==> config.mk <==
export PLATFORM = sky130hd
export DESIGN_NAME = apc_queue
export DESIGN_NICKNAME = d
export VERILOG_FILES = /design/src/rtl/core/angle_pid_controller_defines.svh /design/src/rtl/core/apc_pkg.sv /design/src/rtl/core/apc_queue.sv
export SDC_FILE = /design/constraint.sdc
export NUM_CORES = 1
export LEC_CHECK = 0
export ABC_AREA = 1
export BUFFER_PORTS_ARGS = -buffer_cell sky130_fd_sc_hd__buf_2
export CORE_AREA = 5 5 141 110
export DETAILED_ROUTE_END_ITERATION = 10
export DIE_AREA = 0 0 146 115
export GPL_TIMING_DRIVEN = 0
export SLEW_MARGIN = 20
export SYNTH_ARGS = -nofsm -noshare
export SYNTH_HDL_FRONTEND = slang
export SYNTH_SLANG_ARGS = --single-unit
==> constraint.sdc <==
create_clock -name clk -period 4.49 [get_ports clk]
set_clock_uncertainty 0.1 [all_clocks]
set_input_delay 0.449 -clock clk [delete_from_list [all_inputs] [get_ports clk]]
set_output_delay 0.449 -clock clk [all_outputs]
set_load 0.1 [all_outputs]
==> src/rtl/core/angle_pid_controller_defines.svh <==
// assertion macros for the angle pid controller
// expects clk and arst_n in the scope where a macro is used
`ifndef ANGLE_PID_CONTROLLER_DEFINES_SVH
`define ANGLE_PID_CONTROLLER_DEFINES_SVH

// antecedent implies consequent in the same cycle
`define APC_ASSERT_NOW(lbl, ante, cons, msg) \
	lbl: assert property (@(posedge clk) disable iff (!arst_n) (ante) |-> (cons)) \
		else $error(msg);

// condition never holds
`define APC_ASSERT_NEVER(lbl, cond, msg) \
	lbl: assert property (@(posedge clk) disable iff (!arst_n) !(cond)) \
		else $error(msg);

`endif

==> src/rtl/core/apc_pkg.sv <==
// shared types and constants of the angle pid controller
// no dependencies
package apc_pkg;

	localparam int unsigned DATA_W = 32;
	localparam int unsigned ADDR_W = 5;
	localparam int unsigned ANGLE_W = 16;
	localparam int unsigned ERR_W = 17;
	localparam int unsigned DIFF_W = 18;
	localparam int unsigned GAIN_W = 24;
	localparam int unsigned DRIVE_W = 32;
	localparam int unsigned MAG_W = 31;
	localparam int unsigned PERIOD_W = 16;
	localparam int unsigned LEVEL_W = 14;
	localparam int unsigned QUEUE_DEPTH = 4;
	localparam int unsigned QPTR_W = $clog2(QUEUE_DEPTH);

	localparam logic signed [ERR_W-1:0] HALF_TURN = 17'sd11520;
	localparam logic signed [ERR_W-1:0] FULL_TURN = 17'sd23040;
	localparam logic [MAG_W-1:0] DRIVE_LIMIT = 31'h7fff_ffff;

	typedef enum logic [1:0] {
		MODE_P   = 2'd0,
		MODE_PI  = 2'd1,
		MODE_PID = 2'd2,
		MODE_PD  = 2'd3
	} mode_t;

	typedef enum logic [2:0] {
		REG_MODE       = 3'd0,
		REG_PERIOD     = 3'd1,
		REG_PROP_GAIN  = 3'd2,
		REG_INT_GAIN   = 3'd3,
		REG_DERIV_GAIN = 3'd4,
		REG_MAX_DRIVE  = 3'd5,
		REG_MIN_DRIVE  = 3'd6,
		REG_SUM_LEVEL  = 3'd7
	} reg_idx_t;

	typedef struct packed {
		mode_t                     mode;
		logic [PERIOD_W-1:0]       sample_period;
		logic signed [GAIN_W-1:0]  prop_gain;
		logic signed [GAIN_W-1:0]  integral_gain;
		logic signed [GAIN_W-1:0]  deriv_gain;
		logic [MAG_W-1:0]          max_drive;
		logic [MAG_W-1:0]          min_drive;
		logic [LEVEL_W-1:0]        sum_reset_level;
	} cfg_t;

	typedef struct packed {
		logic signed [ANGLE_W-1:0] setpoint;
		logic signed [ANGLE_W-1:0] measurement;
	} item_t;

	typedef struct packed {
		logic  valid;
		item_t item;
	} push_t;

	typedef struct packed {
		logic full;
		logic empty;
	} qstat_t;

endpackage

==> src/rtl/core/apc_queue.sv <==
// small register queue between front and back end
// depends on apc_pkg
module apc_queue import apc_pkg::*; (
	input  logic   clk,
	input  logic   arst_n,
	input  push_t  push,
	input  logic   pop,
	output item_t  head,
	output qstat_t qstat
);

	item_t             mem_q [QUEUE_DEPTH];
	logic [QPTR_W-1:0] wr_ptr_q;
	logic [QPTR_W-1:0] rd_ptr_q;
	logic [QPTR_W:0]   count_q;

	assign head = mem_q[rd_ptr_q];
	assign qstat.full = count_q == (QPTR_W+1)'(QUEUE_DEPTH);
	assign qstat.empty = count_q == '0;

	always_ff @(posedge clk) begin
		if (push.valid) begin
			mem_q[wr_ptr_q] <= push.item;
		end
	end

	always_ff @(posedge clk or negedge arst_n) begin
		if (!arst_n) begin
			wr_ptr_q <= '0;
			rd_ptr_q <= '0;
			count_q <= '0;
		end else begin
			if (push.valid) begin
				wr_ptr_q <= wr_ptr_q + 1'b1;
			end
			if (pop) begin
				rd_ptr_q <= rd_ptr_q + 1'b1;
			end
			if (push.valid && !pop) begin
				count_q <= count_q + 1'b1;
			end else if (pop && !push.valid) begin
				count_q <= count_q - 1'b1;
			end
		end
	end

endmodule

==> impl_metrics.toml <==
[run_status]
outcome = "finished clean"

[route]
num_vias = 3410
wl_per_cell_um = 16.7
drc = 0
drt_wl_total_um = 11800
ant_nets = 0
drtPass1Iterations = 4
vias_per_cell = 4.82
drt-initial-drc-count = 206

[final_layout]
drive_gt1_share_pct = 24.3
nets = 556
area_growth_pct = 24.6
fillers = 1207
design_area_um2 = 6800
antennaDiodeCount = 0

[yosys]
yosysSeqAreaShare_pct = 73.7
synth_cell_types = 18
postSynth.asyncResetShare_pct = 5.19
ys_seq_elements = 135
synth_fa_ha_area_share_pct = 1.51
synth_area_um2 = 5450
synth_top_family_by_area = "compound AO/OA/AOI/OAI gates"
synth_compound_area_share_pct = 8.90
synth_common_cells = "128 x edfxtp_1, 109 x nand2_1, 75 x inv_1, 64 x o211ai_1, 15 x buf_2"
synth_edf_count = 128
synth_flop_cell = "edfxtp_1"
syn_inst = 421
ys_top_cells_by_area = "edfxtp_1 70%, o211ai_1 8.8%, nand2_1 7.5%, inv_1 5.2%, dfrtp_1 3.2%"
avgSynthCellArea_um2 = 13.0
synth_xor_xnor_area_share_pct = 0.642
yosys_warnings = 0
yosys.area_share.simple_pct = 7.89
synthMostInstantiatedCell = "edfxtp_1"
syn-num-nets = 463
muxShareOfSynthArea_pct = 0
synth_top_cell_area_share_pct = 70.5
yosys.area.top_type = "edfxtp_1"

[floorplanning]
die_w_um = 146
die_y_um = 115
initial_core_util_pct = 38.9
die_area_um2 = 16800
core_area_um2 = 14000
boundaryPins = 70
rows = 38

[worst_setup_path]
reg2reg_depth = 5
critical_path.slowest_cell = "buf_1"
critPathMaxStageDelay_ns = 0.49
cp_max_fo = 10
endpoint_kind = "output pin"
critPathLaunchType = "flip-flop"
crit_chain = "buf_1 -> o211ai_1 -> nand2_1 -> buf_2"
worstSetupPathType = "flip-flop to output pin"
crit_arrival_ns = 2.03
required_ns = 3.94

[clock_tree]
cts_buffers = 17
post-cts-setup-buffer-count = 0
clock_tree.buffer_depth = 2
clk_latency_ns = 0.41
clock-root-buffer = "clkbuf_16"
cts.sinks = 135
clk_pin_slew_ns = 0.06
cts_tree = "done"
cts_max_level = 4

[global_route]
globalRouteTotalUtil_pct = 14.5
overflow = 0
antenna_found_initial = 2
grt_max_degree = 25
grt_pass1_vias = 3330
grt_first_pass_wirelength_um = 18200

[min_path]
min_path_cells = 1
min_path_type = "input pin to flip-flop"

[sta]
slew_headroom_pct = 59.6
period_share_pct = 57.5
finalHoldViolCount = 0
timing.fmax_mhz = 387
tns_ns = 0
worst_pin_slew_ns = 0.605
finalCriticalPeriod_ns = 2.58
grt_setup_unrepaired = "false"
setup_violations = 0
slew_viol_final = 0

[placed_design]
portBuffers = 69
dp_hpwl_um = 7590
placed_area_um2 = 6130
gp_congestion = 0.730

[flow_run]
timing.max_cap.violations = 0
[cells in the final DEF (no fill, tap or decap), types with 2 or more instances in the layout]
master      count
buf_16          3
nor3_1          2
inv_2           5
clkinv_2        5
buf_2          84
buf_4           4
clkinvlp_4      2
ha_1            5
edfxtp_1      128
o211ai_1       64
xor2_1          3
clkbuf_1        2
inv_1          71
bufinv_16       6
dfrtp_1         7
clkbuf_16      17
nand2_1       109
[stage by stage]
stage	setup WS (ns)	std cells	hold slack [ns]	util (%)
floorplan	1.44	421	0.0534	-
global placement	1.93	670	0.195	43.0
detailed placement	2.31	674	0.204	43.7
CTS	1.87	707	0.137	48.4
global route	1.76	707	0.137	48.4
finish	1.91	707	0.151	48.4
[cell families after synthesis]
| family | after synthesis |
|---|---|
| and+or+nand+nor | 113 |
| DFF | 135 |
| AOI/OAI and AO/OA | 65 |
| adders and majority gates | 6 |
| xor gates and xnor gates | 4 |
| buffers and inverters | 98 |
[registers in the layout, indices dropped and copies added, names as in the netlist]
signal and count:
mem_q 128, rd_ptr_q 2, count_q 3, wr_ptr_q 2
[worst max-delay path, delay by kind of cell (launching register included)]
kind,cells,cell delay [ns]
AOI/OAI and AO/OA,1,0.17
buffers and inverters,2,0.93
DFF,1,0.37
and+or+nand+nor,1,0.15
[layout make-up]
type | instances | area, um2 | area share (%)
sequential | 135 | 4020 | 59.1
multi-input combinational | 188 | 1030 | 15.2
timing repair buffer | 74 | 458 | 6.74
clock buffer | 17 | 425 | 6.26
inverter | 76 | 285 | 4.20
clock inverter | 15 | 233 | 3.42
tap | 180 | 225 | 3.31
buffer | 22 | 116 | 1.71
[final timing paths]
path	from	end	slack, ns
min reg2reg	wr_ptr_q[0]$_DFFE_PN0P_	wr_ptr_q[0]$_DFFE_PN0P_	0.43
max reg2reg	wr_ptr_q[0]$_DFFE_PN0P_	mem_q[2][4]$_DFFE_PP_	2.81
max in group asynchronous	arst_n	rd_ptr_q[0]$_DFFE_PN0P_	3.79
max	rd_ptr_q[0]$_DFFE_PN0P_	head[18]	1.91
min in group asynchronous	arst_n	count_q[0]$_DFFE_PN0P_	0.32
min	push[5]	mem_q[1][5]$_DFFE_PP_	0.15
[layer usage]
| metal | wire length, um | global-route usage (%) | vias to the layer above | part of all wire [%] |
|---|---|---|---|---|
| li1 | - | - | 1639 | - |
| met1 | 5560 | 19.2 | 1662 | 47 |
| met2 | 5440 | 22.9 | 96 | 46 |
| met3 | 721 | 5.28 | 9 | 6.1 |
| met4 | 40 | 3.82 | 4 | 0.34 |
| met5 | 19 | 0 | - | 0.16 |
[timing repair]
| item | CTS | global route |
|---|---|---|
| endpoints found under the hold margin | 7 | 0 |
| hold buffers | 1 | 0 |
| gates resized for setup | 0 | 0 |
Power is not shown: default switching activity piles up to over one toggle a cycle in this logic, so the estimate is an artifact.
