### config.mk
export PLATFORM = sky130hd
export DESIGN_NAME = apc_regs
export DESIGN_NICKNAME = d
export VERILOG_FILES = /design/src/rtl/core/angle_pid_controller_defines.svh /design/src/rtl/core/apc_pkg.sv /design/src/rtl/core/apc_regs.sv
export SDC_FILE = /design/constraint.sdc
export NUM_CORES = 1
export LEC_CHECK = 0
export BUFFER_PORTS_ARGS = -buffer_cell sky130_fd_sc_hd__buf_2
export CAP_MARGIN = 20
export CORE_ASPECT_RATIO = 0.5
export CORE_MARGIN = 1.5
export CORE_UTILIZATION = 46
export CTS_BUF_LIST = sky130_fd_sc_hd__clkbuf_16
export DETAILED_ROUTE_END_ITERATION = 7
export HOLD_SLACK_MARGIN = 0.02
export MAX_ROUTING_LAYER = met4
export PLACE_DENSITY = 0.83
export SETUP_SLACK_MARGIN = 0.15
export SLEW_MARGIN = 20
export SYNTH_ARGS = -nofsm -noshare
export SYNTH_HDL_FRONTEND = slang
export SYNTH_SLANG_ARGS = --single-unit
### constraint.sdc
create_clock -name clk -period 1.7 [get_ports clk]
set_clock_uncertainty 0.05 [all_clocks]
set_input_delay 0.255 -clock clk [delete_from_list [all_inputs] [get_ports clk]]
set_output_delay 0.255 -clock clk [all_outputs]
set_load 0.005 [all_outputs]
### src/rtl/core/angle_pid_controller_defines.svh
// assertion macros for the angle pid controller
// expects clk and arst_n in the scope where a macro is used
`ifndef ANGLE_PID_CONTROLLER_DEFINES_SVH
`define ANGLE_PID_CONTROLLER_DEFINES_SVH

// antecedent implies consequent in the same cycle
`define APC_ASSERT_NOW(lbl, ante, cons, msg) \
	lbl: assert property (@(posedge clk) disable iff (!arst_n) (ante) |-> (cons)) \
		else $error(msg);

// condition never holds
`define APC_ASSERT_NEVER(lbl, cond, msg) \
	lbl: assert property (@(posedge clk) disable iff (!arst_n) !(cond)) \
		else $error(msg);

`endif

### src/rtl/core/apc_pkg.sv
// shared types and constants of the angle pid controller
// no dependencies
package apc_pkg;

	localparam int unsigned DATA_W = 32;
	localparam int unsigned ADDR_W = 5;
	localparam int unsigned ANGLE_W = 16;
	localparam int unsigned ERR_W = 17;
	localparam int unsigned DIFF_W = 18;
	localparam int unsigned GAIN_W = 24;
	localparam int unsigned DRIVE_W = 32;
	localparam int unsigned MAG_W = 31;
	localparam int unsigned PERIOD_W = 16;
	localparam int unsigned LEVEL_W = 14;
	localparam int unsigned QUEUE_DEPTH = 4;
	localparam int unsigned QPTR_W = $clog2(QUEUE_DEPTH);

	localparam logic signed [ERR_W-1:0] HALF_TURN = 17'sd11520;
	localparam logic signed [ERR_W-1:0] FULL_TURN = 17'sd23040;
	localparam logic [MAG_W-1:0] DRIVE_LIMIT = 31'h7fff_ffff;

	typedef enum logic [1:0] {
		MODE_P   = 2'd0,
		MODE_PI  = 2'd1,
		MODE_PID = 2'd2,
		MODE_PD  = 2'd3
	} mode_t;

	typedef enum logic [2:0] {
		REG_MODE       = 3'd0,
		REG_PERIOD     = 3'd1,
		REG_PROP_GAIN  = 3'd2,
		REG_INT_GAIN   = 3'd3,
		REG_DERIV_GAIN = 3'd4,
		REG_MAX_DRIVE  = 3'd5,
		REG_MIN_DRIVE  = 3'd6,
		REG_SUM_LEVEL  = 3'd7
	} reg_idx_t;

	typedef struct packed {
		mode_t                     mode;
		logic [PERIOD_W-1:0]       sample_period;
		logic signed [GAIN_W-1:0]  prop_gain;
		logic signed [GAIN_W-1:0]  integral_gain;
		logic signed [GAIN_W-1:0]  deriv_gain;
		logic [MAG_W-1:0]          max_drive;
		logic [MAG_W-1:0]          min_drive;
		logic [LEVEL_W-1:0]        sum_reset_level;
	} cfg_t;

	typedef struct packed {
		logic signed [ANGLE_W-1:0] setpoint;
		logic signed [ANGLE_W-1:0] measurement;
	} item_t;

	typedef struct packed {
		logic  valid;
		item_t item;
	} push_t;

	typedef struct packed {
		logic full;
		logic empty;
	} qstat_t;

endpackage

### src/rtl/core/apc_regs.sv
// apb configuration registers of the angle pid controller
// depends on apc_pkg
module apc_regs import apc_pkg::*; (
	input  logic              clk,
	input  logic              arst_n,
	input  logic              psel,
	input  logic              penable,
	input  logic              pwrite,
	input  logic [ADDR_W-1:0] paddr,
	input  logic [DATA_W-1:0] pwdata,
	output logic [DATA_W-1:0] prdata,
	output logic              pready,
	output cfg_t              cfg
);

	cfg_t     cfg_q;
	reg_idx_t idx;
	logic     wr_en;

	assign pready = 1'b1;
	assign idx = reg_idx_t'(paddr[ADDR_W-1:2]);
	assign wr_en = psel && penable && pwrite && pready;
	assign cfg = cfg_q;

	always_ff @(posedge clk or negedge arst_n) begin
		if (!arst_n) begin
			cfg_q.mode <= MODE_PID;
			cfg_q.sample_period <= '0;
			cfg_q.prop_gain <= '0;
			cfg_q.integral_gain <= '0;
			cfg_q.deriv_gain <= '0;
			cfg_q.max_drive <= DRIVE_LIMIT;
			cfg_q.min_drive <= '0;
			cfg_q.sum_reset_level <= LEVEL_W'(HALF_TURN);
		end else if (wr_en) begin
			unique case (idx)
				REG_MODE:       cfg_q.mode <= mode_t'(pwdata[1:0]);
				REG_PERIOD:     cfg_q.sample_period <= pwdata[PERIOD_W-1:0];
				REG_PROP_GAIN:  cfg_q.prop_gain <= $signed(pwdata[GAIN_W-1:0]);
				REG_INT_GAIN:   cfg_q.integral_gain <= $signed(pwdata[GAIN_W-1:0]);
				REG_DERIV_GAIN: cfg_q.deriv_gain <= $signed(pwdata[GAIN_W-1:0]);
				REG_MAX_DRIVE:  cfg_q.max_drive <= pwdata[MAG_W-1:0];
				REG_MIN_DRIVE:  cfg_q.min_drive <= pwdata[MAG_W-1:0];
				REG_SUM_LEVEL:  cfg_q.sum_reset_level <= pwdata[LEVEL_W-1:0];
			endcase
		end
	end

	always_comb begin
		unique case (idx)
			REG_MODE:       prdata = {{(DATA_W-2){1'b0}}, cfg_q.mode};
			REG_PERIOD:     prdata = {{(DATA_W-PERIOD_W){1'b0}}, cfg_q.sample_period};
			REG_PROP_GAIN:  prdata = {{(DATA_W-GAIN_W){cfg_q.prop_gain[GAIN_W-1]}},
				cfg_q.prop_gain};
			REG_INT_GAIN:   prdata = {{(DATA_W-GAIN_W){cfg_q.integral_gain[GAIN_W-1]}},
				cfg_q.integral_gain};
			REG_DERIV_GAIN: prdata = {{(DATA_W-GAIN_W){cfg_q.deriv_gain[GAIN_W-1]}},
				cfg_q.deriv_gain};
			REG_MAX_DRIVE:  prdata = {{(DATA_W-MAG_W){1'b0}}, cfg_q.max_drive};
			REG_MIN_DRIVE:  prdata = {{(DATA_W-MAG_W){1'b0}}, cfg_q.min_drive};
			REG_SUM_LEVEL:  prdata = {{(DATA_W-LEVEL_W){1'b0}}, cfg_q.sum_reset_level};
		endcase
	end

endmodule

==> results.py, run 1 <==
metrics = {
    "cells_and_area": {
        "largest_reg_flops": 166,
        "final_nets": 905,
        "utilization_pct": 65.6,
        "antenna_cells": 0,
        "drive_above_1_share_pct": 73.7,
        "syn2layout_area_growth_pct": 40.2,
    },
    "power_and_ir_drop": {
        "p_leak_nw": 5.23,
        "total_power_mw": 12.4,
        "vdd_drop_max_uv": 772,
        "powerDensity_mw_per_mm2": 1160,
    },
    "setup_path": {
        "worst_path_largest_cell_delay_ps": 400,
        "required_ps": 1390,
        "crit_path_start_kind": "register",
        "endpoint_kind": "primary output",
        "cp_slowest_cell": "dfrtp_1",
        "path_max_fanout": 6,
        "cp.arrival_ps": 1620,
        "cp_num_buf_inv": 2,
        "path_cells": "mux2_4 > a22oi_2 > buf_6 > o21ai_1 > buf_2",
        "worstSetupPathType": "register to primary output",
        "crit_family": "flip-flops",
    },
    "clocking": {
        "clock_sinks": 166,
        "clkLatencyLatePin_ps": 410,
        "numCtsBuffers": 17,
        "clock-root-buffer": "clkbuf_16",
        "htree_levels": 4,
        "cts_tree": "done",
        "cts.clk_slew.worst_paths_ps": 60,
        "cts.path.max_buffers": 2,
    },
    "placement": {
        "port_buffers": 236,
        "gp_congestion": 0.898,
        "hpwl_mm": 15.4,
        "pre_cts_slack_ps": -260,
    },
    "floorplan": {
        "num_io_pins": 241,
        "die_area_mm2": 0.0174,
        "start_util_pct": 46.8,
        "num_rows": 33,
        "core_area_mm2": 0.0163,
        "dieHeight_um": 94.0,
        "die_w_um": 185,
    },
    "global_route": {
        "grt_pass1_vias": 6313,
        "grt_max_degree": 70,
        "grt-ovfl-total": 0,
        "antenna_found_initial": 0,
        "grt_use_total_pct": 27.2,
        "grt_pass1_wl_mm": 34.4,
    },
    "worst_hold_path": {
        "hp-class": "input pin to register",
    },
    "drt": {
        "via_count": 6187,
        "viasPerCell": 5.61,
        "routed_wl_mm": 23.1,
        "firstDrtPassIters": 5,
        "drc_errors": 0,
        "drt_iter0_markers": 405,
        "antenna_left": 0,
        "routedWlPerCell_um": 21.0,
    },
    "synth": {
        "synth_seq_area_share_pct": 55.1,
        "synth-edff-count": 0,
        "syn-num-nets": 581,
        "ys_ff_latch": 166,
        "async_reset_ff_share_pct": 100,
        "synthCells": 539,
        "synth_top_flop_cell": "dfrtp_1",
        "yosysUniqueCellTypes": 40,
        "syn_area_mm2": 0.00761,
        "ys_warn_count": 0,
        "syn_avg_cell_area_um2": 14.1,
    },
    "sta": {
        "grt_setup_unrepaired": "yes",
        "finalWorstSetupSlack_ps": -220,
        "whs_ps": 38.2,
        "finalSetupViolCount": 31,
        "fin_crit_sh_pct": 113,
        "period_needed_ps": 1920,
        "hold_violations": 0,
        "drv_slew": 0,
        "clock.fmax_mhz": 521,
    },
    "run_status": {
        "violations": "setup timing",
        "status": "complete, but fails checks",
    },
    "job": {
        "drv_cap": 0,
    },
}
-- power by group --
part / leakage (nW) / switching, mW / internal (mW) / total, mW
Sequential: 2.04 / 0.617 / 4.85 / 5.47
Clock: 0.268 / 1.66 / 2.02 / 3.69
Combinational: 2.92 / 1.34 / 1.91 / 3.24
-- cells by family (layout without fill, tap and decap cells) --
kind of cell | count (synthesis) | after routing | share of synthesized area [%]
DFF | 166 | 166 | 55.1
AOI/OAI and AO/OA | 78 | 78 | 8.00
buffers and inverters | 41 | 378 | 3.15
other | 1 | 1 | 0.0492
and+or+nand+nor | 50 | 50 | 3.42
muxes | 203 | 203 | 30.2
-- synth_stat cells (all sizes together) (2+ instances only) --
cell / instances / area share (%)
mux2: 196 / 29
dfrtp: 130 / 43
dfstp: 36 / 12
buf: 30 / 2.6
a22oi: 29 / 2.9
nor2: 21 / 1.2
a221oi: 16 / 1.8
nand2: 12 / 0.59
o21ai: 10 / 0.66
o221ai: 10 / 1.2
clkbuf: 7 / 0.35
mux2i: 5 / 0.66
nor2b: 5 / 0.41
clkinv: 3 / 0.15
a211o: 2 / 0.23
a221o: 2 / 0.26
a22o: 2 / 0.23
a32oi: 2 / 0.23
a41oi: 2 / 0.23
mux4: 2 / 0.59
nand2b: 2 / 0.16
nor4: 2 / 0.16
-- cell usage in the layout, fill, tap and decap left out, types with 3 or more instances in the layout --
cell type   count
buf_4          87
a22oi_2        10
nor2_2          5
mux2_2        183
mux2_4         12
a221oi_2       10
buf_12         17
buf_2         234
o21ai_1         4
buf_6           3
a22oi_1        19
nand2_1        12
mux2i_1         5
clkbuf_16      17
inv_6           4
clkinvlp_4      3
nor2b_2         3
o221ai_2        3
a221oi_1        6
o221ai_1        7
clkinv_1        4
dfstp_2        36
clkinv_4        3
dfrtp_1       130
o21ai_2         4
nor2_1         14
inv_1           3
-- layout make-up --
cell class              instances  area (um2)
clock buffers                  17         425
clock inverters                15         129
fillers                      1142        5590
inverters                       4        16.3
multi-input cells             332        3410
flip-flops and latches        166        4200
well taps                     227         284
repair buffers                342        2210
-- worst paths after layout --
path / startpoint / end / depth (start not counted) / slack [ps]
worst max-delay path: cfg[123] / prdata[23] / 5 / -220
worst min-delay path: pwdata[26] / cfg[40] / 2 / 40
worst max register to register: cfg[19] / cfg[19] / 3 / 590
worst min register to register: cfg[155] / cfg[155] / 1 / 480
max in group asynchronous: arst_n / cfg[51] / 3 / 710
min in group asynchronous: arst_n / cfg[31] / 2 / 200
-- stage by stage --
stage / std cells / TNS (ps) / cell area [um2]
floorplan: 539 / 0 / 7640
detailed placement: 1019 / -19780 / 9520
global placement: 1019 / -14020 / 9520
finish: 1103 / -4050 / 10700
global route: 1103 / -5980 / 10700
CTS: 1094 / -4260 / 10600
-- timing repair --
item                                    CTS  global route
pin swaps                                22             7
resized for setup                        45            10
hold endpoints to repair                126             0
hold buffers                              1             0
setup buffers                            42             9
endpoints found under the setup margin   32            32
-- layer usage --
layer | routed length, um | GRT usage (%) | up-vias
li1 | - | - | 2672
met4 | 539 | 11.4 | 0
met1 | 9590 | 33.4 | 3195
met3 | 1430 | 4.73 | 51
met5 | 0 | - | -
met2 | 11600 | 44.8 | 269
(Power assumes the default switching activity.)
==> inputs of run 2 (changes only) <==
Settings changed: CORE_ASPECT_RATIO 0.5 to unset.
==> results.py, run 2 (synthesis results as in run 1) <==
metrics = {
    "global_route": {
        "grt_max_degree": 51,
        "grt_pass1_wl_mm": 36.6,
        "grt_pass1_vias": 6334,
        "grt_use_total_pct": 28.6,
        "antenna_found_initial": 2,
        "grt-ovfl-total": 0,
    },
    "floorplan": {
        "num_rows": 46,
        "die_area_mm2": 0.0173,
        "die_w_um": 132,
        "start_util_pct": 47.6,
        "dieHeight_um": 132,
        "core_area_mm2": 0.0160,
        "num_io_pins": 241,
    },
    "drt": {
        "viasPerCell": 5.65,
        "drt_iter0_markers": 302,
        "firstDrtPassIters": 5,
        "via_count": 6311,
        "drc_errors": 0,
        "routed_wl_mm": 24.3,
        "routedWlPerCell_um": 21.7,
        "antenna_left": 0,
    },
    "setup_path": {
        "cp_num_buf_inv": 2,
        "crit_path_frequent_cell": "buf_2",
        "crit_family": "flip-flops",
        "path_cells": "mux2_4 > a22oi_2 > buf_2 > o21ai_1 > buf_2",
        "crit_path_start_kind": "register",
        "worstSetupPathType": "register to primary output",
        "r2r_cells": 3,
        "cp_slowest_cell": "dfrtp_1",
        "crit_cells": 5,
        "endpoint_kind": "primary output",
        "worst_path_largest_cell_delay_ps": 400,
        "required_ps": 1390,
        "cp.arrival_ps": 1670,
        "path_max_fanout": 4,
    },
    "sta": {
        "drv_slew": 0,
        "clock.fmax_mhz": 505,
        "hold_violations": 0,
        "fin_crit_sh_pct": 116,
        "whs_ps": 39.6,
        "finalWorstSetupSlack_ps": -279,
        "finalSetupViolCount": 32,
        "fin_tns_setup_ps": -4880,
        "period_needed_ps": 1980,
        "grt_setup_unrepaired": "yes",
    },
    "power_and_ir_drop": {
        "p_leak_nw": 5.39,
        "p_clk_share_pct": 29.9,
        "netSwitchingFraction_pct": 28.6,
        "p_seq_share_pct": 43.7,
        "powerDensity_mw_per_mm2": 1140,
        "pwr-share-comb_pct": 26.4,
        "vdd_drop_max_uv": 803,
        "intPower_mw": 8.92,
        "p_sw_mw": 3.58,
    },
    "clocking": {
        "cts.path.max_buffers": 2,
        "clock_sinks": 166,
        "cts.clk_slew.worst_paths_ps": 60,
        "numCtsBuffers": 17,
        "clock-root-buffer": "clkbuf_16",
        "cts_tree": "done",
        "clkLatencyLatePin_ps": 420,
        "htree_levels": 4,
    },
    "cells_and_area": {
        "drive_above_1_share_pct": 73.3,
        "final_cells": 1117,
        "mostFrequentLayoutCells": "buf_2, mux2_2, dfrtp_1",
        "multiInputGateArea_mm2": 0.00342,
        "final_nets": 928,
        "syn2layout_area_growth_pct": 44.3,
        "largest_reg_flops": 166,
        "layout_commonest_cell": "buf_2",
        "fillers": 1153,
        "seq_area_mm2": 0.00420,
    },
    "run_status": {
        "status": "complete, but fails checks",
        "violations": "setup timing",
    },
    "placement": {
        "hpwl_mm": 15.7,
        "placed_cells": 1017,
        "gp_congestion": 0.860,
        "port_buffers": 236,
    },
    "worst_hold_path": {
        "hold_path_depth": 2,
        "hp-class": "input pin to register",
    },
    "job": {
        "drv_cap": 0,
    },
}
-- run 2: cell count changes in the layout (fill, tap and decap cells not counted), sizes merged --
cell         delta
buf            +14
bufbuf          +1
bufinv          +1
clkbuf          +2
clkinv          -2
clkinvlp        +2
diode           +2
dlygate4sd3     +6
inv             -1
-- run 2: routing by layer --
layer | part of all wire (%) | up-vias | global-route usage [%] | wire (um)
met1 | 40 | 3192 | 34.8 | 9800
li1 | - | 2736 | - | -
met4 | 4.4 | 0 | 15.1 | 1070
met3 | 6.0 | 83 | 5.94 | 1450
met5 | 0 | - | - | 0
met2 | 49 | 300 | 44.8 | 12000
-- run 2: final cells by class --
class                      instances  area share [%]
multi-input combinational        332            31.2
antenna                            2          0.0455
timing repair buffer             365            22.8
sequential                       166            38.2
inverter                           4           0.171
tap                              216            2.46
clock inverter                    15            1.28
clock buffer                      17            3.87
-- run 2: per-stage QoR --
step	instance area, um2	power (mW)	util, %	setup slack (ps)
5_1_grt	11000	13.0	68.7	-341
6_report	11000	12.5	68.7	-279
3_3_place_gp	9570	8.12	59.8	-130
4_1_cts	10700	12.3	66.7	-246
3_5_place_dp	9570	8.24	59.8	-145
2_1_floorplan	7640	6.69	-	120
-- run 2: worst paths after layout --
kind                       startpoint          to  slack [ps]
max                          cfg[147]  prdata[25]        -280
max reg2reg                    cfg[7]      cfg[7]         630
min in group asynchronous      arst_n    cfg[133]         260
min reg2reg                  cfg[145]    cfg[145]         480
min                        pwdata[28]     cfg[73]          40
max in group asynchronous      arst_n     cfg[74]         650
-- run 2: repair_timing --
action                                  in CTS  in global routing
endpoints found under the hold margin       49                  0
hold buffers                                 7                  0
endpoints found under the setup margin      32                 32
setup buffers                               38                 18
resized for setup                           31                 36
gates cloned                                 1                  2
pin swaps                                   23                  9
-- run 2: power by group through the flow --
stage	clock [mW]	combinational [mW]	sequential, mW
6_report	3.74	3.30	5.47
4_1_cts	3.78	3.12	5.42
3_5_place_dp	0	2.73	5.51
3_3_place_gp	0	2.65	5.47
2_1_floorplan	0	1.21	5.48
5_1_grt	3.96	3.52	5.56
