==> src/rtl/core/angle_pid_controller_defines.svh <==
// assertion macros for the angle pid controller
// expects clk and arst_n in the scope where a macro is used
`ifndef ANGLE_PID_CONTROLLER_DEFINES_SVH
`define ANGLE_PID_CONTROLLER_DEFINES_SVH

// antecedent implies consequent in the same cycle
`define APC_ASSERT_NOW(lbl, ante, cons, msg) \
	lbl: assert property (@(posedge clk) disable iff (!arst_n) (ante) |-> (cons)) \
		else $error(msg);

// condition never holds
`define APC_ASSERT_NEVER(lbl, cond, msg) \
	lbl: assert property (@(posedge clk) disable iff (!arst_n) !(cond)) \
		else $error(msg);

`endif

==> src/rtl/core/apc_pkg.sv <==
// shared types and constants of the angle pid controller
// no dependencies
package apc_pkg;

	localparam int unsigned DATA_W = 32;
	localparam int unsigned ADDR_W = 5;
	localparam int unsigned ANGLE_W = 16;
	localparam int unsigned ERR_W = 17;
	localparam int unsigned DIFF_W = 18;
	localparam int unsigned GAIN_W = 24;
	localparam int unsigned DRIVE_W = 32;
	localparam int unsigned MAG_W = 31;
	localparam int unsigned PERIOD_W = 16;
	localparam int unsigned LEVEL_W = 14;
	localparam int unsigned QUEUE_DEPTH = 4;
	localparam int unsigned QPTR_W = $clog2(QUEUE_DEPTH);

	localparam logic signed [ERR_W-1:0] HALF_TURN = 17'sd11520;
	localparam logic signed [ERR_W-1:0] FULL_TURN = 17'sd23040;
	localparam logic [MAG_W-1:0] DRIVE_LIMIT = 31'h7fff_ffff;

	typedef enum logic [1:0] {
		MODE_P   = 2'd0,
		MODE_PI  = 2'd1,
		MODE_PID = 2'd2,
		MODE_PD  = 2'd3
	} mode_t;

	typedef enum logic [2:0] {
		REG_MODE       = 3'd0,
		REG_PERIOD     = 3'd1,
		REG_PROP_GAIN  = 3'd2,
		REG_INT_GAIN   = 3'd3,
		REG_DERIV_GAIN = 3'd4,
		REG_MAX_DRIVE  = 3'd5,
		REG_MIN_DRIVE  = 3'd6,
		REG_SUM_LEVEL  = 3'd7
	} reg_idx_t;

	typedef struct packed {
		mode_t                     mode;
		logic [PERIOD_W-1:0]       sample_period;
		logic signed [GAIN_W-1:0]  prop_gain;
		logic signed [GAIN_W-1:0]  integral_gain;
		logic signed [GAIN_W-1:0]  deriv_gain;
		logic [MAG_W-1:0]          max_drive;
		logic [MAG_W-1:0]          min_drive;
		logic [LEVEL_W-1:0]        sum_reset_level;
	} cfg_t;

	typedef struct packed {
		logic signed [ANGLE_W-1:0] setpoint;
		logic signed [ANGLE_W-1:0] measurement;
	} item_t;

	typedef struct packed {
		logic  valid;
		item_t item;
	} push_t;

	typedef struct packed {
		logic full;
		logic empty;
	} qstat_t;

endpackage

==> src/rtl/core/apc_if.sv <==
// sample and result channels of the angle pid controller
// depends on apc_pkg
interface apc_sample_if import apc_pkg::*; ();
	logic                      valid;
	logic                      ready;
	logic signed [ANGLE_W-1:0] setpoint;
	logic signed [ANGLE_W-1:0] measurement;

	modport source (output valid, setpoint, measurement, input ready);
	modport sink (input valid, setpoint, measurement, output ready);
endinterface


==> src/rtl/core/apc_front.sv <==
// front end: accepts samples, runs the sample divider, pushes compute beats
// depends on apc_pkg and apc_if
module apc_front import apc_pkg::*; (
	input  logic                clk,
	input  logic                arst_n,
	apc_sample_if.sink          sample,
	input  logic [PERIOD_W-1:0] sample_period,
	input  qstat_t              qstat,
	output push_t               push
);

	logic [PERIOD_W-1:0] tick_q;
	logic                accept;
	logic                skip;

	assign sample.ready = !qstat.full;
	assign accept = sample.valid && sample.ready;
	assign skip = tick_q < sample_period;

	always_comb begin
		push.valid = accept && !skip;
		push.item.setpoint = sample.setpoint;
		push.item.measurement = sample.measurement;
	end

	always_ff @(posedge clk or negedge arst_n) begin
		if (!arst_n) begin
			tick_q <= '0;
		end else if (accept) begin
			if (skip) begin
				tick_q <= tick_q + 1'b1;
			end else begin
				tick_q <= '0;
			end
		end
	end

endmodule

==> src/flat_wrapper.sv <==
// flat-port wrapper written by rule: the top's interface ports become plain ports
module apc_front_flat import apc_pkg::*;
  (clk, arst_n, sample_period, qstat, push, sample_valid, sample_setpoint, sample_measurement, sample_ready);
  apc_sample_if sample_i ();
  input  logic clk;
  input  logic arst_n;
  input  logic [PERIOD_W-1:0] sample_period;
  input  qstat_t qstat;
  output push_t push;
  input wire logic [$bits(sample_i.valid)-1:0] sample_valid;
  input wire logic [$bits(sample_i.setpoint)-1:0] sample_setpoint;
  input wire logic [$bits(sample_i.measurement)-1:0] sample_measurement;
  output wire logic [$bits(sample_i.ready)-1:0] sample_ready;
  assign sample_i.valid = sample_valid;
  assign sample_i.setpoint = sample_setpoint;
  assign sample_i.measurement = sample_measurement;
  assign sample_ready = sample_i.ready;
  apc_front u_core (.clk(clk), .arst_n(arst_n), .sample(sample_i), .sample_period(sample_period), .qstat(qstat), .push(push));
endmodule
==> config.mk <==
export PLATFORM = sky130hd
export DESIGN_NAME = apc_front_flat
export DESIGN_NICKNAME = d
export VERILOG_FILES = /design/src/rtl/core/angle_pid_controller_defines.svh /design/src/rtl/core/apc_pkg.sv /design/src/rtl/core/apc_if.sv /design/src/rtl/core/apc_front.sv /design/src/flat_wrapper.sv
export SDC_FILE = /design/constraint.sdc
export NUM_CORES = 1
export LEC_CHECK = 0
export ABC_CLOCK_PERIOD_IN_PS = 1900
export BUFFER_PORTS_ARGS = -buffer_cell sky130_fd_sc_hd__buf_2
export CORE_MARGIN = 3
export CORE_UTILIZATION = 30
export CTS_BUF_LIST = sky130_fd_sc_hd__clkbuf_4 sky130_fd_sc_hd__clkbuf_8
export DETAILED_ROUTE_END_ITERATION = 10
export GPL_TIMING_DRIVEN = 0
export MAX_ROUTING_LAYER = met4
export PLACE_DENSITY = 0.61
export SETUP_SLACK_MARGIN = 0.15
export SYNTH_ARGS = -nofsm -noshare
export SYNTH_HDL_FRONTEND = slang
export SYNTH_SLANG_ARGS = --single-unit
==> constraint.sdc <==
create_clock -name clk -period 1.9 [get_ports clk]
set_input_delay 0.19 -clock clk [delete_from_list [all_inputs] [get_ports clk]]
set_output_delay 0.19 -clock clk [all_outputs]
set_load 0.01 [all_outputs]
==> flow_summary.toml, run 1 <==
[die]
rows = 24
die_h_um = 74.99
die-area_um2 = 5623
io_pins = 87
die_w_um = 74.99
core-area_um2 = 4474
start_util_pct = 31.91

[placement]
place_area_um2 = 1763
dp_hpwl_um = 2434
gp_congestion = 0.8238
io_buffers = 53
dpl.cell_count = 269

[final_layout]
area_delta_synth_final_pct = 39.26
reg_top3 = "u_core.tick_q x16"
num-fill-cells = 443
largest_register_ffs = 16
finalInstanceArea_um2 = 1988
layout-drive-gt1-share_pct = 51.09
max_flop_register = "u_core.tick_q"
fin_cells = 281
final_common_cell = "buf_2"
mostFrequentLayoutCells = "buf_2, buf_4, inv_1"
fin_nets = 299
n_antenna_cell = 0

[yosys]
synth_simple_gate_area_share_pct = 19.89
ys_types = 31
synth-xor-area-share_pct = 7.362
ys_ff_latch = 16
synthAdderAreaFrac_pct = 14.02
synth_area_um2 = 1428
synthCells = 164
synth-warning-count = 0
synthMuxAreaShare_pct = 0
syn-num-nets = 233
synth_compound_area_share_pct = 8.326
synth_seq_area_share_pct = 28.05
synth_area_per_cell_um2 = 8.705
synth_top_family_by_area = "buffers and inverters"

[timing]
rsz0062_at_grt = "true"
slew_viol_final = 0
finalWorstSetupSlack_ps = -330.2
finalSetupViolations = 17
fmax_mhz = 448.4
timing.final.crit_share_pct = 117.4
slew_headroom_pct = 74.02
fin_crit_ps = 2230
finalHoldViolations = 0
tightest_slew_ps = 389.6
finClkSkew_ps = 3.107

[global_routing]
grt_pass1_vias = 1096
track_usage_pct = 10.73
grt_max_degree = 17
gr-total-overflow = 0
antenna_found_initial = 0
grt_pass1_wl_um = 4512

[hold_path]
worstHoldPathCells = 4
hp-class = "in -> reg"

[clocking]
clock-sinks = 16
numCtsBuffers = 3
clk_path_buf_depth = 2
clk_pin_slew_worst_paths_ps = 60
clk_latency_ps = 250
clockRootBuffer = "clkbuf_8"
cts_tree = "yes"
htree_levels = 1

[setup_path]
reg2reg_from = "u_core.tick_q[1]$_DFFE_PN0P_"
crit_type = "reg -> out"
crit_path_start_kind = "register"
critPathLaunch = "u_core.tick_q[1]$_DFFE_PN0P_"
ff2ff_path_depth = 8
critPathMaxFanout = 2
cp.required_ps = 1710
cp_data_arrival_time_ps = 2040
reg2reg_slack_ps = -170
endpoint_kind = "primary output"
crit_end = "push[32]"
r2r_end = "u_core.tick_q[5]$_DFFE_PN0P_"

[route]
vias = 1240
detail_route.wl_per_cell_um = 11.53
drc = 0
detail-route-antenna-nets = 0
vias_per_cell = 4.413
drtPass1Iterations = 2
routed_wl_um = 3239
drtIter0Drc = 17

[status]
status = "finished with violations"
violations = "negative setup slack"

[power_and_ir_drop]
cellLeakagePower_nw = 1.048
peakVddDrop_uv = 263.6
power.density_nw_per_um2 = 512.8

[job]
maxCapViolations = 0
-- per-layer routing --
layer / up-vias / global-route usage [%] / share of wire (%)
li1: 647 / - / -
met1: 538 / 12.02 / 42
met2: 51 / 19.05 / 50
met3: 4 / 2.403 / 6.7
met4: 0 / 2.964 / 0.59
met5: - / - / 0
-- cells by family after synthesis --
group,count (synthesis)
compound gates,15
xor+xnor,12
fa+ha+maj,16
buf+inv,51
flops,16
simple gates,54
-- final cells by class --
cell class                      count  area, µm²  area share, %
Clock buffer                        4      55.05          2.769
Timing Repair Buffer               61      347.8          17.50
Buffer                             34      255.2          12.84
Tap cell                           52      65.06          3.272
Sequential cell                    16      400.4          20.14
Inverter                           17      63.81          3.210
Multi-Input combinational cell     97      800.8          40.28
-- Yosys cell counts --
library cell  number  area [µm²]
buf_4             32       240.2
inv_1             17       63.81
nor2_1            17       63.81
dfrtp_1           16       400.4
ha_1              16       200.2
nand3_1            8       40.04
nand4_1            8       50.05
xor2_1             8       70.07
nand2_1            7       26.28
a21oi_1            4       20.02
xnor2_1            4       35.03
and3_1             3       18.77
nand2b_1           3       18.77
nor3_1             2       10.01
o21ai_0            2       10.01
o21ai_1            2       10.01
a2111o_1           1       11.26
a21boi_0           1       7.510
a21oi_2            1       8.760
a311oi_4           1       26.28
a31oi_1            1       6.260
and2_1             1       6.260
and4_1             1       8.760
buf_6              1       11.26
clkbuf_1           1       3.750
nand2b_4           1       13.76
nand4b_1           1       8.760
nor2b_1            1       6.260
nor4_2             1       12.51
o211ai_1           1       7.510
o21bai_2           1       11.26
-- stage by stage --
step	setup slack [ps]	hold WS, ps	power [mW]	TNS (ps)	utilization, %
6_report	-330.2	288.6	1.020	-2442	44.44
5_1_grt	-407.3	312.1	1.093	-3818	44.44
4_1_cts	-371.3	269.8	1.019	-1554	41.81
3_5_place_dp	-298.5	123.2	0.6915	-1683	39.40
3_3_place_gp	-313.8	123.9	0.6877	-1851	39.40
2_1_floorplan	48.95	-105.6	0.6007	0	-
-- critical path: stages (launching register included) --
cell and delay (ps):
dfrtp_1 400, ha_1 280, a2111o_1 400, a311oi_4 350, a21oi_4 100, buf_6 130
buf_2 130
-- where the power goes --
| group | leakage [nW] | switching (mW) | internal, mW |
|---|---|---|---|
| Clock | 0.0288 | 0.118 | 0.184 |
| Combinational | 0.807 | 0.140 | 0.171 |
| Sequential | 0.213 | 0.0377 | 0.370 |
-- how the worst min path moves through the flow --
stage	from	to	slack, ps
detailed placement	arst_n	u_core.tick_q[9]$_DFFE_PN0P_	120
finish	qstat[1]	u_core.tick_q[0]$_DFFE_PN0P_	290
global placement	arst_n	u_core.tick_q[9]$_DFFE_PN0P_	120
floorplan	arst_n	u_core.tick_q[0]$_DFFE_PN0P_	-110
CTS	qstat[1]	u_core.tick_q[0]$_DFFE_PN0P_	270
global route	qstat[1]	u_core.tick_q[0]$_DFFE_PN0P_	310
-- timing repair --
| item | CTS | global route |
|---|---|---|
| buffers inserted | 4 | 3 |
| hold buffers | 1 | 0 |
| setup endpoints to repair | 17 | 17 |
| hold endpoints to repair | 16 | 0 |
| gates resized for setup | 2 | 26 |
| pin swaps | 5 | 3 |
No activity file was read; power rests on OpenSTA's default activity.
==> run 2, diff against run 1 <==
--- a/config.mk
+++ b/config.mk
@@ -5,15 +5,15 @@
 export SDC_FILE = /design/constraint.sdc
 export NUM_CORES = 1
 export LEC_CHECK = 0
-export ABC_CLOCK_PERIOD_IN_PS = 1900
+export ABC_CLOCK_PERIOD_IN_PS = 2220
 export BUFFER_PORTS_ARGS = -buffer_cell sky130_fd_sc_hd__buf_2
 export CORE_MARGIN = 3
-export CORE_UTILIZATION = 30
+export CORE_UTILIZATION = 45
 export CTS_BUF_LIST = sky130_fd_sc_hd__clkbuf_4 sky130_fd_sc_hd__clkbuf_8
 export DETAILED_ROUTE_END_ITERATION = 10
 export GPL_TIMING_DRIVEN = 0
 export MAX_ROUTING_LAYER = met4
-export PLACE_DENSITY = 0.61
+export PLACE_DENSITY = 0.83
 export SETUP_SLACK_MARGIN = 0.15
 export SYNTH_ARGS = -nofsm -noshare
 export SYNTH_HDL_FRONTEND = slang
==> constraint.sdc (replaced) <==
create_clock -name clk -period 2.22 [get_ports clk]
set_input_delay 0.222 -clock clk [delete_from_list [all_inputs] [get_ports clk]]
set_output_delay 0.222 -clock clk [all_outputs]
set_load 0.01 [all_outputs]
==> run 2 against run 1 <==
Compared with the run above:
- the flow still finishes with violations (negative setup slack)
- sequential share of layout area increased by 1.6 points
- critical endpoint unchanged
- via count up 2.8%
- flip-flop and latch count unchanged
- register-to-register slack better by 420 ps
- critical path depth unchanged
==> flow_summary.toml, run 2 (same netlist as run 1, synthesis figures left out) <==
[final_layout]
max_flop_register = "u_core.tick_q"
n_antenna_cell = 0
largest_register_ffs = 16
reg_top3 = "u_core.tick_q x16"
fin_util_pct = 64.20
final_common_cell = "buf_2"
fin_cells = 268
area_delta_synth_final_pct = 29.36
num-fill-cells = 250
fin_nets = 296
layout-drive-gt1-share_pct = 45.13
mostFrequentLayoutCells = "buf_2, buf_4, inv_1, nor2_1, ha_1"

[die]
io_pins = 87
rows = 19
die-area_um2 = 3884
die_h_um = 62.33
start_util_pct = 49.63
die_w_um = 62.33
core-area_um2 = 2877

[clocking]
clock-sinks = 16
numCtsBuffers = 3
clk_latency_ps = 280
clk_path_buf_depth = 2
cts_tree = "yes"
clk_pin_slew_worst_paths_ps = 90
htree_levels = 1
clockRootBuffer = "clkbuf_4"

[placement]
io_buffers = 53
dpl.cell_count = 259
gp_congestion = 0.8128
dp_hpwl_um = 2378

[timing]
timing.final.crit_share_pct = 104.8
finClkSkew_ps = 1.736
slew_headroom_pct = 75.48
fmax_mhz = 429.6
slew_viol_final = 0
finalWorstSetupSlack_ps = -107.7
hold_slack_ps = 257.0
finalSetupViolations = 1
fin_crit_ps = 2328
finalHoldViolations = 0
rsz0062_at_grt = "true"
tightest_slew_ps = 366.4

[power_and_ir_drop]
power.density_nw_per_um2 = 430.2
clockPowerShare_pct = 24.2
fin_total_pwr_uw = 794.5
share_seq_of_total_power_pct = 43.8
cellLeakagePower_nw = 1.033
p_comb_share_pct = 32.0
internal-power_uw = 555.9
peakVddDrop_uv = 273.4
p_sw_share_pct = 30.04
switchingPower_uw = 238.7

[route]
vias_per_cell = 4.757
drtPass1Iterations = 4
routed_wl_um = 3013
drtIter0Drc = 47
vias = 1275
detail-route-antenna-nets = 0
wl_met2_um = 1493
highest_layer = "met4"
detail_route.wl_per_cell_um = 11.24
dr_wl_met3_um = 222
met1_length_um = 1252
drc = 0

[setup_path]
endpoint_kind = "primary output"
crit_path_start_kind = "register"
cp_data_arrival_time_ps = 2110
critPathMaxFanout = 10
crit_type = "reg -> out"
cp.required_ps = 2000

[global_routing]
track_usage_pct = 17.38
gr-total-overflow = 0
antenna_found_initial = 0
grt_pass1_vias = 1267
grt_pass1_wl_um = 5375
grt_max_degree = 17

[hold_path]
hp-class = "in -> reg"

[job]
maxCapViolations = 0

[status]
violations = "negative setup slack"
status = "finished with violations"
-- run 2: layer usage --
metal,vias up,global-route usage (%)
met5,-,-
met1,563,20.27
met2,64,29.03
li1,644,-
met3,4,2.883
met4,0,8.540
-- run 2: timing repair --
item | CTS | global route
gates cloned | 0 | 0
pin swaps | 3 | 3
gates resized for setup | 3 | 3
endpoints found under the hold margin | 16 | 0
hold buffers | 1 | 0
endpoints found under the setup margin | 10 | 3
buffers inserted | 3 | 1
-- run 2: path summary, 6_finish.rpt --
check                                              from                           end  slack [ps]  cells after the start
max reg2reg                u_core.tick_q[1]$_DFFE_PN0P_  u_core.tick_q[2]$_DFFE_PN0P_         250                      6
max                        u_core.tick_q[1]$_DFFE_PN0P_                      push[32]        -110                      6
min reg2reg                u_core.tick_q[0]$_DFFE_PN0P_  u_core.tick_q[0]$_DFFE_PN0P_         540                      1
min in group asynchronous                        arst_n  u_core.tick_q[1]$_DFFE_PN0P_         370                      2
min                                            qstat[1]  u_core.tick_q[0]$_DFFE_PN0P_         260                      4
max in group asynchronous                        arst_n  u_core.tick_q[6]$_DFFE_PN0P_        1570                      2
-- run 2: layout make-up --
cell class / count / area [µm²] / area share, %
multi-input combinational: 97 / 725.7 / 39.30
tap: 42 / 52.55 / 2.846
timing repair buffer: 58 / 311.5 / 16.87
clock buffer: 4 / 36.28 / 1.965
sequential: 16 / 401.6 / 21.75
inverter: 17 / 63.81 / 3.455
buffer: 34 / 255.2 / 13.82
-- run 2: worst max-delay path: stages (launching register included) --
cell and delay (ps):
dfrtp_1 410, ha_1 280, a2111o_1 400, a311oi_4 350
a21oi_4 100, buf_6 150, buf_6 120
-- run 2: stage by stage --
| step | cell area (µm²) | setup WS, ps | setup TNS (ps) |
|---|---|---|---|
| 4_1_cts | 1833 | -140.7 | -140.7 |
| 3_5_place_dp | 1745 | -24.31 | -24.31 |
| 3_3_place_gp | 1745 | -26.40 | -26.40 |
| 5_1_grt | 1847 | -187.5 | -187.5 |
| 2_1_floorplan | 1428 | 309.1 | 0 |
| 6_report | 1847 | -107.7 | -107.7 |
-- run 2: power groups by stage --
stage	clock, mW	sequential (mW)	combinational, mW
after global placement	0	0.354	0.229
after CTS	0.200	0.347	0.255
after floorplan	0	0.346	0.167
after detailed placement	0	0.355	0.236
final	0.192	0.348	0.254
after global routing	0.219	0.353	0.291
